**config.mk**
```make
export PLATFORM = sky130hd
export DESIGN_NAME = breathing_pwm_generator_flat
export DESIGN_NICKNAME = d
export VERILOG_FILES = /design/src/hdl/bpg_pkg.sv /design/src/hdl/bpg_if.sv /design/src/hdl/breathing_pwm_generator.sv /design/src/flat_wrapper.sv
export SDC_FILE = /design/constraint.sdc
export NUM_CORES = 1
export LEC_CHECK = 0
export ABC_AREA = 1
export BUFFER_PORTS_ARGS = -buffer_cell sky130_fd_sc_hd__buf_2
export CORE_MARGIN = 1
export CORE_UTILIZATION = 40
export DETAILED_ROUTE_END_ITERATION = 10
export PLACE_DENSITY = 0.59
export SKIP_LAST_GASP = 1
export SLEW_MARGIN = 30
export SYNTH_ARGS = -nofsm -noshare
export SYNTH_HDL_FRONTEND = slang
export SYNTH_SLANG_ARGS = --single-unit
```
**constraint.sdc**
```tcl
create_clock -name clock -period 12.3 [get_ports clock]
set_input_delay 0 -clock clock [delete_from_list [all_inputs] [get_ports clock]]
set_output_delay 0 -clock clock [all_outputs]
set_load 0.03 [all_outputs]
```
**src/hdl/bpg_pkg.sv**
```systemverilog
// Package with shared constants and types of the breathing PWM generator.
`timescale 1ns / 1ps

package bpg_pkg;

   // Fixed field widths
   localparam int COUNT_W    = 7;
   localparam int INT_W      = 7;
   localparam int Q16_W      = 16;
   localparam int CSR_DATA_W = 16;
   localparam int CSR_IDX_W  = 2;

   // Default fraction width of the duty level
   localparam int FRAC_BITS_DEFAULT = 16;

   // Register reset values
   localparam logic [COUNT_W-1:0] PERIOD_RESET = 7'd100;
   localparam logic [INT_W-1:0]   PEAK_RESET   = 7'd50;
   localparam logic [Q16_W-1:0]   FLOOR_RESET  = 16'd32768;
   localparam logic [Q16_W-1:0]   GAIN_RESET   = 16'd655;

   // Offset added to the level before scaling by the gain
   localparam int LEVEL_OFFSET = 5;

   // Register map
   typedef enum logic [CSR_IDX_W-1:0] {
      CSR_PERIOD = 2'd0,
      CSR_PEAK   = 2'd1,
      CSR_FLOOR  = 2'd2,
      CSR_GAIN   = 2'd3
   } csr_index_type;

endpackage

```
**src/hdl/bpg_if.sv**
```systemverilog
// Valid/ready channel interfaces of the breathing PWM generator.
`timescale 1ns / 1ps

// Tick channel
interface bpg_req_if;
   logic valid;
   logic ready;
   logic tick;

   modport source (output valid, output tick, input ready);
   modport sink   (input valid, input tick, output ready);
endinterface

// Result channel
interface bpg_rsp_if;
   logic       valid;
   logic       ready;
   logic       pwm_out;
   logic       pwm_out_n;
   logic [6:0] duty_integer;
   logic       ramping_up;

   modport source (output valid, output pwm_out, output pwm_out_n,
                   output duty_integer, output ramping_up, input ready);
   modport sink   (input valid, input pwm_out, input pwm_out_n,
                   input duty_integer, input ramping_up, output ready);
endinterface

// Register write channel
interface bpg_csr_if;
   logic        valid;
   logic        ready;
   logic [1:0]  index;
   logic [15:0] data;

   modport source (output valid, output index, output data, input ready);
   modport sink   (input valid, input index, input data, output ready);
endinterface

```
**src/hdl/breathing_pwm_generator.sv**
```systemverilog
// Breathing PWM generator: top level with tick counter, ramp and result register.
//
// Usage:
//   req carries one tick per transaction (tick = 1 advances the generator,
//   tick = 0 only reports the current state). Every request transaction
//   yields exactly one rsp transaction with pwm_out, pwm_out_n, the integer
//   part of the duty level and the ramp direction after the update.
//   csr writes period, peak_level, floor_q16 and gain_q16 by index 0..3;
//   it is always ready and should be written only while the block is idle.
// Timing:
//   The result is registered and shows in the cycle after the request is
//   accepted. One transaction per cycle is sustained while rsp.ready is high;
//   the state update (counter, one 16 x (8+FRAC_BITS) multiply, saturating add and compares) is combinational.
// Reset:
//   Synchronous, active high. Counter goes to 0, level to 1.0, ramp up,
//   registers to their defaults, and no result is pending.
// Stall:
//   A result waits in the output register while rsp.ready is low; req.ready
//   is low only while that result is held, and rises in the cycle it leaves.
`timescale 1ns / 1ps

module breathing_pwm_generator
   import bpg_pkg::*;
#(
   parameter int FRAC_BITS = FRAC_BITS_DEFAULT
) (
   input  logic     clock,
   input  logic     reset,
   bpg_req_if.sink   req,
   bpg_rsp_if.source rsp,
   bpg_csr_if.sink   csr
);

   localparam int LW = INT_W + FRAC_BITS;
   localparam logic [LW:0]   OFFSET_FIVE = (LW + 1)'(LEVEL_OFFSET) << FRAC_BITS;
   localparam logic [LW-1:0] LEVEL_MAX   = {LW{1'b1}};
   localparam logic [LW-1:0] LEVEL_ONE   = LW'(1) << FRAC_BITS;

   // Configuration registers
   logic [COUNT_W-1:0] period_ff;
   logic [INT_W-1:0]   peak_ff;
   logic [Q16_W-1:0]   floor_ff;
   logic [Q16_W-1:0]   gain_ff;

   // Generator state
   logic [COUNT_W-1:0] count_ff, count_in;
   logic [LW-1:0]      level_ff, level_in;
   logic               dir_up_ff, dir_up_in;

   // Result register
   logic               rsp_valid_ff;
   logic               pwm_ff;
   logic [INT_W-1:0]   duty_ff;
   logic               ramp_ff;

   logic               accept;
   logic [COUNT_W-1:0] count_inc;
   logic               wrap;
   logic [LW:0]        level_off;
   logic [LW+Q16_W:0]  product;
   logic [LW:0]        step;
   logic [LW+1:0]      sum;
   logic [LW-1:0]      level_up;
   logic [LW-1:0]      level_down;
   logic [LW-1:0]      level_step;
   logic [LW-1:0]      peak_level;
   logic [Q16_W+FRAC_BITS-1:0] floor_wide;
   logic [FRAC_BITS-1:0]       floor_level;

   // Handshakes
   assign csr.ready = 1'b1;
   assign req.ready = !rsp_valid_ff || rsp.ready;
   assign accept    = req.valid && req.ready;

   // Register writes
   always_ff @(posedge clock) begin
      if (reset) begin
         period_ff <= PERIOD_RESET;
         peak_ff   <= PEAK_RESET;
         floor_ff  <= FLOOR_RESET;
         gain_ff   <= GAIN_RESET;
      end else if (csr.valid) begin
         case (csr_index_type'(csr.index))
            CSR_PERIOD: period_ff <= csr.data[COUNT_W-1:0];
            CSR_PEAK:   peak_ff   <= csr.data[INT_W-1:0];
            CSR_FLOOR:  floor_ff  <= csr.data[Q16_W-1:0];
            CSR_GAIN:   gain_ff   <= csr.data[Q16_W-1:0];
            default: begin
            end
         endcase
      end
   end

   // Tick counter, wraps at the period
   assign count_inc = count_ff + COUNT_W'(1);
   always_comb begin
      count_in = (count_inc >= period_ff) ? '0 : count_inc;
   end
   assign wrap = (count_in == '0);

   // Exponential ramp step: gain * (level + 5), truncated to the level grid
   assign level_off = {1'b0, level_ff} + OFFSET_FIVE;
   assign product   = level_off * gain_ff;
   assign step      = product[LW+Q16_W:Q16_W];

   // Saturating up and down steps
   assign sum        = {2'b00, level_ff} + {1'b0, step};
   assign level_up   = (sum[LW+1:LW] != 2'b00) ? LEVEL_MAX : sum[LW-1:0];
   assign level_down = (step > {1'b0, level_ff}) ? '0 : (level_ff - step[LW-1:0]);
   assign level_step = dir_up_ff ? level_up : level_down;

   always_comb begin
      level_in = wrap ? level_step : level_ff;
   end

   // Turn points: peak first, floor wins
   assign peak_level  = {peak_ff, {FRAC_BITS{1'b0}}};
   assign floor_wide  = {floor_ff, {FRAC_BITS{1'b0}}};
   assign floor_level = floor_wide[Q16_W+FRAC_BITS-1:Q16_W];

   always_comb begin
      dir_up_in = dir_up_ff;
      if (level_in >= peak_level) begin
         dir_up_in = 1'b0;
      end
      if (level_in < {{INT_W{1'b0}}, floor_level}) begin
         dir_up_in = 1'b1;
      end
   end

   // State update on an accepted tick
   always_ff @(posedge clock) begin
      if (reset) begin
         count_ff  <= '0;
         level_ff  <= LEVEL_ONE;
         dir_up_ff <= 1'b1;
      end else if (accept && req.tick) begin
         count_ff  <= count_in;
         level_ff  <= level_in;
         dir_up_ff <= dir_up_in;
      end
   end

   // Result register
   always_ff @(posedge clock) begin
      if (reset) begin
         rsp_valid_ff <= 1'b0;
      end else if (accept) begin
         rsp_valid_ff <= 1'b1;
      end else if (rsp.ready) begin
         rsp_valid_ff <= 1'b0;
      end
   end

   always_ff @(posedge clock) begin
      if (accept) begin
         if (req.tick) begin
            pwm_ff  <= ({count_in, {FRAC_BITS{1'b0}}} < level_in);
            duty_ff <= level_in[LW-1:FRAC_BITS];
            ramp_ff <= dir_up_in;
         end else begin
            pwm_ff  <= ({count_ff, {FRAC_BITS{1'b0}}} < level_ff);
            duty_ff <= level_ff[LW-1:FRAC_BITS];
            ramp_ff <= dir_up_ff;
         end
      end
   end

   assign rsp.valid        = rsp_valid_ff;
   assign rsp.pwm_out      = pwm_ff;
   assign rsp.pwm_out_n    = !pwm_ff;
   assign rsp.duty_integer = duty_ff;
   assign rsp.ramping_up   = ramp_ff;

endmodule

```
**src/flat_wrapper.sv**
```systemverilog
// flat-port wrapper written by rule: the top's interface ports become plain ports
module breathing_pwm_generator_flat import bpg_pkg::*;
#(
   parameter int FRAC_BITS = FRAC_BITS_DEFAULT
)
  (clock, reset, req_valid, req_tick, req_ready, rsp_valid, rsp_pwm_out, rsp_pwm_out_n, rsp_duty_integer, rsp_ramping_up, rsp_ready, csr_valid, csr_index, csr_data, csr_ready);
  bpg_req_if req_i ();
  bpg_rsp_if rsp_i ();
  bpg_csr_if csr_i ();
  input  logic clock;
  input  logic reset;
  input wire logic [$bits(req_i.valid)-1:0] req_valid;
  input wire logic [$bits(req_i.tick)-1:0] req_tick;
  output wire logic [$bits(req_i.ready)-1:0] req_ready;
  output wire logic [$bits(rsp_i.valid)-1:0] rsp_valid;
  output wire logic [$bits(rsp_i.pwm_out)-1:0] rsp_pwm_out;
  output wire logic [$bits(rsp_i.pwm_out_n)-1:0] rsp_pwm_out_n;
  output wire logic [$bits(rsp_i.duty_integer)-1:0] rsp_duty_integer;
  output wire logic [$bits(rsp_i.ramping_up)-1:0] rsp_ramping_up;
  input wire logic [$bits(rsp_i.ready)-1:0] rsp_ready;
  input wire logic [$bits(csr_i.valid)-1:0] csr_valid;
  input wire logic [$bits(csr_i.index)-1:0] csr_index;
  input wire logic [$bits(csr_i.data)-1:0] csr_data;
  output wire logic [$bits(csr_i.ready)-1:0] csr_ready;
  assign req_i.valid = req_valid;
  assign req_i.tick = req_tick;
  assign req_ready = req_i.ready;
  assign rsp_valid = rsp_i.valid;
  assign rsp_pwm_out = rsp_i.pwm_out;
  assign rsp_pwm_out_n = rsp_i.pwm_out_n;
  assign rsp_duty_integer = rsp_i.duty_integer;
  assign rsp_ramping_up = rsp_i.ramping_up;
  assign rsp_i.ready = rsp_ready;
  assign csr_i.valid = csr_valid;
  assign csr_i.index = csr_index;
  assign csr_i.data = csr_data;
  assign csr_ready = csr_i.ready;
  breathing_pwm_generator #(.FRAC_BITS(FRAC_BITS)) u_core (.clock(clock), .reset(reset), .req(req_i), .rsp(rsp_i), .csr(csr_i));
endmodule
```
==> results.md, run 1 <==
* First-iteration detailed-routing DRC count at 1,540
* Initial Utilization at 40.42%
* Max-slew headroom at 31.74%
* CP arrival at 11.20 ns
* CTS tree: yes
* Max Fclk at 90.20 MHz
* IO Count at 37
* Die width at 229.7 um
* WL per Instance at 18.41 um
* Via count at 18,510
* FF-to-FF path depth at 53
* Register Area at 1834 um^2
* Largest net degree at the start of global routing at 51
* Post-route insts no fill at 3,572
* # placed instances at 3,538
* Final hold violation count at 0
* CTS clock-pin slew for the worst setup and hold paths at 0.07 ns
* Crit path max fanout at 12
* Die span in y at 229.7 um
* Hold path depth at 3
* Antenna viol nets, final at 0
* Detailed Place HPWL at 54.37 mm
* Post-synth top flop: dfxtp_1
* Most used cell, CP: nand2_1
* Rows at 83
* Hold Path End: u_core.rsp.ramping_up$_DFFE_PP_
* Core area at 51,300 um^2
* CP max stage cell: dfxtp_1
* Async SR Flop Fraction at 0%
* Worst Min Path Start: req_tick
* Worst min path class: input port to flip-flop
* EDFF count, synth at 9
* Yosys warns at 0
* Final worst slack at 1.214 ns
* R2r startpoint: u_core.level_ff[16]$_SDFFE_PP1P_
* CP required at 12.42 ns
* Mapped Nets at 3,452
* CTS sink cnt at 87
* Synth Register Bits at 87
* GRT Total Usage at 25.30%
* Startpoint Class: flip-flop
* Period minus WS final at 11.09 ns
* Number of H-tree levels at 3
* Setup CP Type: flip-flop to flip-flop
* R2R setup slack at 1.21 ns
* Vias in the first global route at 18,570
* RD Place Congestion at 0.9401
* RSZ-0062 raised after global routing: false
* First-pass GRT wire length at 103.9 mm
* Layout fillers at 5,426
* Post-cts resize count at 0
* Max clock buf depth at 2
* Skew-Pair Late Insertion Delay at 0.36 ns
* Most common cell after layout, fill and taps aside: inv_1
* Final Total Pwr at 5.566 mW
* Post-Syn Area at 20,740 um^2
* Root Driver: clkbuf_16
* Worst slew pin tran at 1.022 ns
* Layout area overhead at 6.324%
* Setup TNS at 0 ns
* Commonest cells after routing, fill and taps aside: inv_1, nand2_1, fa_1
* Initial antenna violation count at 0
* Slew Limit Fails at 0
* Multi-input logic area at 15,710 um^2
* Peak supply drop at 0.0002959 V
* DIE AREA at 52,760 um^2
* Cells after synthesis at 2,898
* Seq/Total Area, Yosys at 8.834%
* Maxcap violations at 0
* Vias/cell at 5.183
* WL final at 65.76 mm
* PwrDens at 252.4 nW/um^2
* CP endpoint kind: flip-flop
* Syn_area_per_cell at 7.155 um^2
* Pre-antenna DRT Iters at 7
* Final-report setup violation count at 0
* Diodes inserted at 0
* Final net count at 3,441
* Crit-path max cell delay at 0.76 ns
* Pre-CTS WS at 1.370 ns
* Leak at 12.43 nW
* Buffers added on ports at 35
* Gr ovfl total at 0
* Distinct cells, synth at 57
* Share of cells above drive strength 1 at 5.878%
* Status: finished, final reports clean
* Inserted Clock Buffers at 9
* FF-to-FF End: u_core.rsp.ramping_up$_DFFE_PP_
* DRC errors left at 0
* Clk_skew at 0.007797 ns
* Crit share post-route at 90.13%
## power breakdown
part           leakage [nW]  internal, mW  switching [mW]
sequential            0.728         0.306          0.0315
clock                 0.138         0.145           0.126
combinational          11.6          1.50            3.46
## synthesized netlist by cell type (3+ instances only)
master / n / area, um^2
o21ai_0: 109 / 545.5
a21o_1: 13 / 97.59
a31oi_1: 5 / 31.28
a21oi_2: 8 / 70.07
fa_1: 307 / 6146
a211oi_1: 7 / 52.55
ha_1: 223 / 2790
a21oi_1: 174 / 870.8
o211ai_1: 9 / 67.56
clkbuf_1: 84 / 315.3
nand3_1: 64 / 320.3
nor4_1: 9 / 56.30
o2111ai_1: 4 / 35.03
nand2_2: 15 / 93.84
or2_2: 3 / 18.77
xor2_1: 42 / 367.9
buf_4: 9 / 67.56
dfxtp_1: 78 / 1562
nor2_1: 171 / 641.9
buf_2: 10 / 50.05
inv_1: 699 / 2624
o21ai_2: 4 / 35.03
o21ai_1: 8 / 40.04
nand4_1: 28 / 175.2
inv_2: 19 / 71.32
o21bai_1: 12 / 90.09
nand3_2: 9 / 90.09
xnor2_1: 11 / 96.34
nand2_1: 692 / 2597
nor2_2: 6 / 37.54
clkinv_1: 4 / 15.01
buf_1: 9 / 33.78
o21a_1: 4 / 30.03
nor3_1: 12 / 60.06
edfxtp_1: 9 / 270.3
## per-layer routing
| metal | vias up | GRT usage (%) | routed length, um |
|---|---|---|---|
| li1 | 8669 | - | - |
| met1 | 9070 | 33.79 | 28400 |
| met2 | 657 | 44.07 | 31790 |
| met3 | 117 | 1.724 | 3913 |
| met4 | 0 | 6.771 | 1657 |
| met5 | - | 0 | 0 |
## worst max path at each step
stage,slack [ns],to,start
5_1_grt,0.49,u_core.rsp.ramping_up$_DFFE_PP_,u_core.level_ff[16]$_SDFFE_PP1P_
2_1_floorplan,3.11,u_core.rsp.ramping_up$_DFFE_PP_,u_core.level_ff[16]$_SDFFE_PP1P_
4_1_cts,1.35,u_core.rsp.ramping_up$_DFFE_PP_,u_core.level_ff[16]$_SDFFE_PP1P_
6_report,1.21,u_core.rsp.ramping_up$_DFFE_PP_,u_core.level_ff[16]$_SDFFE_PP1P_
3_5_place_dp,1.37,u_core.rsp.ramping_up$_DFFE_PP_,u_core.level_ff[16]$_SDFFE_PP1P_
3_3_place_gp,1.42,u_core.rsp.ramping_up$_DFFE_PP_,u_core.level_ff[16]$_SDFFE_PP1P_
## kinds of logic (layout without fill, tap and decap cells)
family | count (synthesis) | after routing | share of synthesized area, %
simple gates | 1016 | 1016 | 20.05
buf+inv | 837 | 831 | 15.45
fa+ha+maj | 530 | 530 | 43.09
compound gates | 374 | 374 | 10.31
flops | 87 | 87 | 8.834
xor+xnor | 53 | 53 | 2.239
other cells | 1 | 1 | 0.01808
## what timing repair did
item                      4_1_cts  5_1_grt
hold buffers                   18        0
buffers inserted                0        0
hold endpoints to repair       31        0
## per-stage QoR
step	area [um^2]	utilization [%]	hold slack, ns
6_report	22050	42.98	0.009159
3_3_place_gp	21570	42.05	0.2530
4_1_cts	22040	42.97	0.004042
5_1_grt	22050	42.98	0.03241
2_1_floorplan	20740	-	0.1264
3_5_place_dp	21570	42.05	0.2444
## cell type report
class / count / share of cell area (%)
multi-input cells: 1974 / 71.24
clock buffers: 10 / 1.084
repair buffers: 93 / 2.974
inverters: 722 / 12.29
flip-flops and latches: 87 / 8.320
well taps: 680 / 3.859
clock inverters: 6 / 0.2270
## registers in the layout, indices dropped and copies added (netlist names)
register and count:
u_core.period_ff 7, u_core.level_ff 23, u_core.rsp.duty_integer 7, u_core.rsp.pwm_out 1, u_core.count_ff 7, u_core.rsp.ramping_up 1, u_core.dir_up_ff 1, u_core.rsp.valid 1
u_core.gain_ff 16, u_core.peak_ff 7, u_core.floor_ff 16
## critical path, delay by kind of cell, from the launching register on
kind                       cells  cell delay [ns]
adders and majority gates     10             4.24
buffers and inverters         10             1.10
xor gates and xnor gates       1             0.42
and+or+nand+nor               24             2.77
DFF                            1             0.76
AOI/OAI and AO/OA              8             1.58
Power figures use the tool's default switching activity.
==> run 2, diff against run 1 <==
--- a/config.mk
+++ b/config.mk
@@ -8,9 +8,9 @@
 export ABC_AREA = 1
 export BUFFER_PORTS_ARGS = -buffer_cell sky130_fd_sc_hd__buf_2
 export CORE_MARGIN = 1
-export CORE_UTILIZATION = 40
+export CORE_UTILIZATION = 25
 export DETAILED_ROUTE_END_ITERATION = 10
-export PLACE_DENSITY = 0.59
+export PLACE_DENSITY = 0.43
 export SKIP_LAST_GASP = 1
 export SLEW_MARGIN = 30
 export SYNTH_ARGS = -nofsm -noshare
==> run 2 against run 1 <==
  * Setup slack worse by 0.27 ns
  * Combinational power down 3%
  * Via count down 3.2%
  * Sequential cell count unchanged
  * Highest routed layer unchanged
  * Total power down 2.0%
==> results.md, run 2 (synthesis gave the netlist of run 1 again) <==
* Peak supply drop at 0.0002018 V (-32%)
* Status: finished, final reports clean
* Crit-path max cell delay at 0.88 ns (+0.12 ns)
* FF-to-FF path depth at 56 (+5.7%)
* Share of cells above drive strength 1 at 5.866% (-0.012 points)
* IO Count at 37 (unchanged)
* Vias in the first global route at 18,020 (-3.0%)
* Max Fclk at 88.06 MHz (-2.4%)
* Worst Min Path Start: csr_index[0]
* Via count at 17,920 (-3.2%)
* Vias/cell at 4.516 (-13%)
* Commonest cells after routing, fill and taps aside: inv_1, nand2_1, fa_1
* Initial antenna violation count at 1 (+1)
* Layout area overhead at 8.942%
* Hold path depth at 4 (+1)
* Final net count at 3,447 (+0.17%)
* FF-to-FF End: u_core.rsp.ramping_up$_DFFE_PP_
* Inserted Clock Buffers at 9 (unchanged)
* Max clock buf depth at 2 (unchanged)
* Most used cell, CP: nand2_1
* DIE AREA at 84,100 um^2 (+59%)
* Period minus WS final at 11.36 ns (+0.2695 ns)
* CTS clock-pin slew for the worst setup and hold paths at 0.08 ns (about the same)
* CTS sink cnt at 87 (unchanged)
* Regs by FF count: u_core.level_ff x23, u_core.floor_ff x16, u_core.gain_ff x16
* First-pass GRT wire length at 109.6 mm (+5.5%)
* Biggest register: u_core.level_ff
* Worst min path class: input port to flip-flop
* Skew-Pair Late Insertion Delay at 0.38 ns (+0.02 ns)
* Maxcap violations at 0 (unchanged)
* Pre-CTS WS at 1.012 ns (-0.3581 ns)
* Final hold violation count at 0 (unchanged)
* R2r startpoint: u_core.level_ff[16]$_SDFFE_PP1P_
* GRT Total Usage at 16.95% (-8.3 points)
* WL per Instance at 17.83 um (-3.2%)
* Initial Utilization at 25.25% (-15 points)
* Post-route insts no fill at 3,968 (+11%)
* First-iteration detailed-routing DRC count at 1,223 (-21%)
* Setup CP Type: flip-flop to flip-flop
* Rows at 105 (+27%)
* CP max stage cell: dfxtp_1
* RD Place Congestion at 0.9382 (-0.20%)
* Slew Limit Fails at 0 (unchanged)
* WL final at 70.74 mm (+7.6%)
* Final-report setup violation count at 0 (unchanged)
* Largest net degree at the start of global routing at 60 (+18%)
* Antenna viol nets, final at 0 (unchanged)
* CP required at 12.44 ns (+0.02 ns)
* Final worst slack at 0.9446 ns (-0.2695 ns)
* Max FFs per register at 23 (unchanged)
* Post-cts resize count at 0 (unchanged)
* Detailed Place HPWL at 59.19 mm (+8.9%)
* Buffers added on ports at 35 (unchanged)
* Gr ovfl total at 0 (unchanged)
* Setup TNS at 0 ns (unchanged)
* DRC errors left at 0 (unchanged)
* CP arrival at 11.50 ns (+0.30 ns)
* Hold Worst Slack at 0.04834 ns (+0.03918 ns)
* CP endpoint kind: flip-flop
* Clk_skew at 0.01159 ns (+0.003795 ns)
* CTS tree: yes
* Hold Path End: u_core.floor_ff[0]$_SDFFE_PP0P_
* PwrDens at 241.5 nW/um^2 (-4.3%)
* Crit path max fanout at 12 (unchanged)
* Die span in y at 290 um (+26%)
* Post CTS Setup Buffer Count at 0 (unchanged)
* Root Driver: clkbuf_16
* # placed instances at 3,931 (+11%)
* Worst slew pin tran at 0.9768 ns (-0.04569 ns)
* Startpoint Class: flip-flop
* Core area at 82,110 um^2 (+60%)
* Max-slew headroom at 34.48% (+2.7 points)
* R2R setup slack at 0.94 ns (-0.27 ns)
* Pre-antenna DRT Iters at 5 (-2)
* RSZ-0062 raised after global routing: false
* Most common cell after layout, fill and taps aside: inv_1
* Crit share post-route at 92.32% (+2.2 points)
* Diodes inserted at 0 (unchanged)
* Leak at 12.46 nW (+0.25%)
* Die width at 290 um (+26%)
* Number of H-tree levels at 3 (unchanged)
[run 2: report_power, final]
part           total, mW  internal, mW  leakage [nW]  switching [mW]
clock              0.293         0.153         0.147           0.140
sequential         0.347         0.306         0.729          0.0411
combinational       4.82          1.50          11.6            3.32
[run 2: final cells by class]
cell class | instances | area, um^2
fillers | 9156 | 59520
multi-input cells | 1974 | 15700
inverters | 722 | 2710
flip-flops and latches | 87 | 1833
well taps | 1070 | 1339
repair buffers | 99 | 708.2
clock buffers | 11 | 254.0
clock inverters | 5 | 43.79
[run 2: critical path, delay by kind of cell (launching register included)]
family	cells	cell delay (ns)
adders and majority gates	9	4.10
and+or+nand+nor	25	2.77
AOI/OAI and AO/OA	12	2.20
buffers and inverters	10	1.17
DFF	1	0.88
[run 2: timing repair]
item,in CTS,in global routing
endpoints found under the setup margin,0,0
endpoints found under the hold margin,38,0
hold buffers,21,0
[run 2: worst max-delay path by stage]
stage / from / endpoint / slack [ns]
3_3_place_gp: u_core.level_ff[16]$_SDFFE_PP1P_ / u_core.rsp.ramping_up$_DFFE_PP_ / 1.05
4_1_cts: u_core.level_ff[16]$_SDFFE_PP1P_ / u_core.rsp.ramping_up$_DFFE_PP_ / 0.98
6_report: u_core.level_ff[16]$_SDFFE_PP1P_ / u_core.rsp.ramping_up$_DFFE_PP_ / 0.94
3_5_place_dp: u_core.level_ff[16]$_SDFFE_PP1P_ / u_core.rsp.ramping_up$_DFFE_PP_ / 1.01
2_1_floorplan: u_core.level_ff[16]$_SDFFE_PP1P_ / u_core.rsp.ramping_up$_DFFE_PP_ / 3.11
5_1_grt: u_core.level_ff[16]$_SDFFE_PP1P_ / u_core.rsp.ramping_up$_DFFE_PP_ / 0.13
[run 2: per-layer routing]
layer | up-vias | track usage [%] | routed length [um]
li1 | 8677 | - | -
met3 | 56 | 1.501 | 2703
met5 | - | 0 | 0
met4 | 0 | 3.697 | 1295
met2 | 404 | 27.85 | 32480
met1 | 8784 | 24.04 | 34260
[run 2: through the flow]
stage	util (%)	area, um^2	total power, mW
3_5_place_dp	26.89	22080	5.102
6_report	27.51	22590	5.456
5_1_grt	27.51	22590	6.004
3_3_place_gp	26.89	22080	5.197
2_1_floorplan	-	20740	3.794
4_1_cts	27.51	22590	5.438
==> run 3, diff against run 2 <==
--- a/config.mk
+++ b/config.mk
@@ -10,7 +10,8 @@
 export CORE_MARGIN = 1
 export CORE_UTILIZATION = 25
 export DETAILED_ROUTE_END_ITERATION = 10
-export PLACE_DENSITY = 0.43
+export HOLD_SLACK_MARGIN = 0.12
+export PLACE_DENSITY = 0.38
 export SKIP_LAST_GASP = 1
 export SLEW_MARGIN = 30
 export SYNTH_ARGS = -nofsm -noshare
==> constraint.sdc (replaced) <==
create_clock -name clock -period 9.5 [get_ports clock]
set_input_delay 0 -clock clock [delete_from_list [all_inputs] [get_ports clock]]
set_output_delay 0 -clock clock [all_outputs]
set_load 0.03 [all_outputs]
==> run 3 against run 2 <==
  * Critical path depth is 8 lower
  * Register-to-register slack worse by 0.77 ns
  * Die area stayed put
  * Clock skew is 0.0085 ns higher
  * Sequential share of layout area is 1.5 points lower
  * First-iteration DRC count is 6.0% lower
  * Wire length is 17% higher
  * Sequential power is 22% higher
  * Design area is 26% higher
  * Setup slack worse by 0.77 ns
  * Non-clock buffer count is 529 higher
  * Clock-buffer cell count is 1 lower
  * Critical endpoint is now u_core.rsp.pwm_out$_DFFE_PP_
==> results.md, run 3 (synthesis gave the netlist of run 1 again) <==
* PwrDens at 397.0 nW/um^2 (+64%)
* Root Driver: clkbuf_16
* CTS tree: yes
* Commonest cells after routing, fill and taps aside: inv_1, nand2_1, buf_4
* CP max stage cell: fa_1
* Inserted Clock Buffers at 9 (unchanged)
* Worst min path class: input port to flip-flop
* Biggest register: u_core.level_ff
* CP arrival at 9.48 ns (-2.02 ns)
* Startpoint Class: flip-flop
* Combinational power share at 92.7% (+4.4 points)
* R2R setup slack at 0.18 ns (-0.77 ns)
* Finished Cell Area at 28,440 um^2 (+26%)
* RSZ-0062 raised after global routing: true
* Worst slew pin tran at 0.9195 ns (-0.05723 ns)
* Vias/cell at 4.459 (-1.3%)
* Max clock buf depth at 2 (unchanged)
* Pre-antenna DRT Iters at 7 (+2)
* Clk_skew at 0.02005 ns (+0.008459 ns)
* Final worst slack at 0.1756 ns (-0.7690 ns)
* RD Place Congestion at 0.9191 (-2.0%)
* Final net count at 3,977 (+15%)
* Peak supply drop at 0.0002960 V (+47%)
* WL per Instance at 18.42 um (+3.3%)
* Crit-path max cell delay at 0.56 ns (-0.32 ns)
* Switch Pwr at 5.837 mW (+67%)
* Clock Power Share at 3.5% (-1.9 points)
* Number of H-tree levels at 3 (unchanged)
* Leak at 15.31 nW (+23%)
* Max FFs per register at 23 (unchanged)
* WL final at 82.87 mm (+17%)
* Crit path max fanout at 8 (-4)
* Buffers added on ports at 35 (unchanged)
* DRC errors left at 0 (unchanged)
* Detailed Place HPWL at 70.86 mm (+20%)
* Layout area overhead at 37.15%
* FF-to-FF path depth at 48 (-14%)
* CP endpoint kind: flip-flop
* First-iteration detailed-routing DRC count at 1,150 (-6.0%)
* Period minus WS final at 9.324 ns (-2.031 ns)
* Reg power frac at 3.8% (-2.6 points)
* Initial Utilization at 25.25% (unchanged)
* Crit share post-route at 98.15% (+5.8 points)
* Largest net degree at the start of global routing at 53 (-12%)
* Most common cell after layout, fill and taps aside: inv_1
* Max Fclk at 107.2 MHz (+22%)
* Initial antenna violation count at 0 (-1)
* Max-slew headroom at 38.47% (+4.0 points)
* Gr ovfl total at 0 (unchanged)
* # placed instances at 4,393 (+12%)
* IO Count at 37 (unchanged)
* Die span in y at 290 um (unchanged)
* Skew-Pair Late Insertion Delay at 0.39 ns (about the same)
* DIE AREA at 84,100 um^2 (unchanged)
* Hold path depth at 3 (-1)
* Core area at 82,110 um^2 (unchanged)
* Pre-CTS WS at -0.9562 ns (-1.969 ns)
* Post-place instance area at 25,720 um^2 (+16%)
* GRT Total Usage at 19.68% (+2.7 points)
* Vias in the first global route at 20,880 (+16%)
* Die width at 290 um (unchanged)
* Antenna viol nets, final at 0 (unchanged)
* Layout fillers at 8,798 (-3.9%)
* Via count at 20,060 (+12%)
* Pint at 5.455 mW (+180%)
* First-pass GRT wire length at 126.2 mm (+15%)
* Share of cells above drive strength 1 at 27.68% (+22 points)
* Final hold violation count at 0 (unchanged)
* CTS clock-pin slew for the worst setup and hold paths at 0.08 ns (about the same)
* Rows at 105 (unchanged)
* Maxcap violations at 0 (unchanged)
* Regs by FF count: u_core.level_ff x23, u_core.floor_ff x16, u_core.gain_ff x16
* Post-route insts no fill at 4,499 (+13%)
* Final core utilization at 34.64% (+7.1 points)
* Setup CP Type: flip-flop to flip-flop
* Switching part of the total at 51.69% (-12 points)
* Most used cell, CP: fa_1
* Slew Limit Fails at 0 (unchanged)
* Final-report setup violation count at 0 (unchanged)
* CTS sink cnt at 87 (unchanged)
* Status: finished, final reports clean
* CP required at 9.65 ns (-2.79 ns)
==> run 3: cell types whose count changed in the layout (fill, tap and decap cells not counted), moves of 17 or more <==
cell           before  now
buf_4              43  513
ha_4                0   37
buf_12              0   17
inv_2              19   45
nor2_1            170  146
a21oi_1           174  145
a21oi_2             8   30
dlygate4sd3_1      21   39
dfxtp_1            77   52
nand2_2            15   49
ha_1              223  180
inv_1             699  667
nand2_1           692  643
buf_6               0   20
==> run 3: final cells by class <==
type,count,area [um^2],share of cell area [%]
flip-flops and latches,87,1887,6.634
diodes,1,2.502,0.008799
multi-input cells,1975,17120,60.20
repair buffers,628,5042,17.73
well taps,1070,1339,4.707
inverters,722,2740,9.635
clock inverters,6,58.81,0.2068
clock buffers,10,250.2,0.8799
==> run 3: worst paths after layout <==
kind	start	to
max	u_core.level_ff[19]$_SDFFE_PP0P_	u_core.rsp.pwm_out$_DFFE_PP_
max reg2reg	u_core.level_ff[19]$_SDFFE_PP0P_	u_core.rsp.pwm_out$_DFFE_PP_
min reg2reg	u_core.period_ff[1]$_SDFFE_PP0P_	u_core.period_ff[1]$_SDFFE_PP0P_
min	reset	u_core.dir_up_ff$_SDFFE_PP1P_
==> run 3: power by group through the flow <==
stage / Sequential (mW) / Clock (mW) / Combinational [mW]
floorplan: 0.426 / 0 / 4.49
global placement: 0.433 / 0 / 9.38
detailed placement: 0.433 / 0 / 9.32
CTS: 0.425 / 0.416 / 9.88
global route: 0.426 / 0.424 / 11.4
finish: 0.424 / 0.397 / 10.5
==> run 3: per-layer routing <==
metal | GRT usage [%] | vias up | part of all wire (%)
met1 | 27.13 | 9924 | 47
met5 | 0 | - | 0
li1 | - | 9748 | -
met3 | 1.440 | 48 | 2.8
met4 | 3.451 | 0 | 1.4
met2 | 33.89 | 342 | 49
==> run 3: what timing repair did <==
action / in CTS / in global routing
setup buffers: 23 / 29
setup endpoints to repair: 6 / 5
pin swaps: 50 / 168
cloned: 1 / 0
hold buffers: 37 / 2
endpoints found under the hold margin: 45 / 2
gates resized for setup: 153 / 243
==> run 3: per-stage QoR <==
step / hold WS (ns) / power [mW] / setup TNS (ns)
floorplan: 0.1264 / 4.913 / 0
detailed placement: 0.2659 / 9.752 / -2.579
CTS: -0.01427 / 10.72 / -0.02698
global placement: 0.2590 / 9.809 / -2.545
global route: 0.2522 / 12.29 / -0.4448
finish: 0.2099 / 11.29 / 0
==> run 3: critical path: cells and delay by family, from the launching register on <==
kind | cells | cell delay [ns]
AO/OA/AOI/OAI | 6 | 0.92
buffers and inverters | 12 | 1.24
AND/OR/NAND/NOR | 21 | 2.60
adder cells (fa/ha/maj) | 9 | 3.91
flip-flops | 1 | 0.40
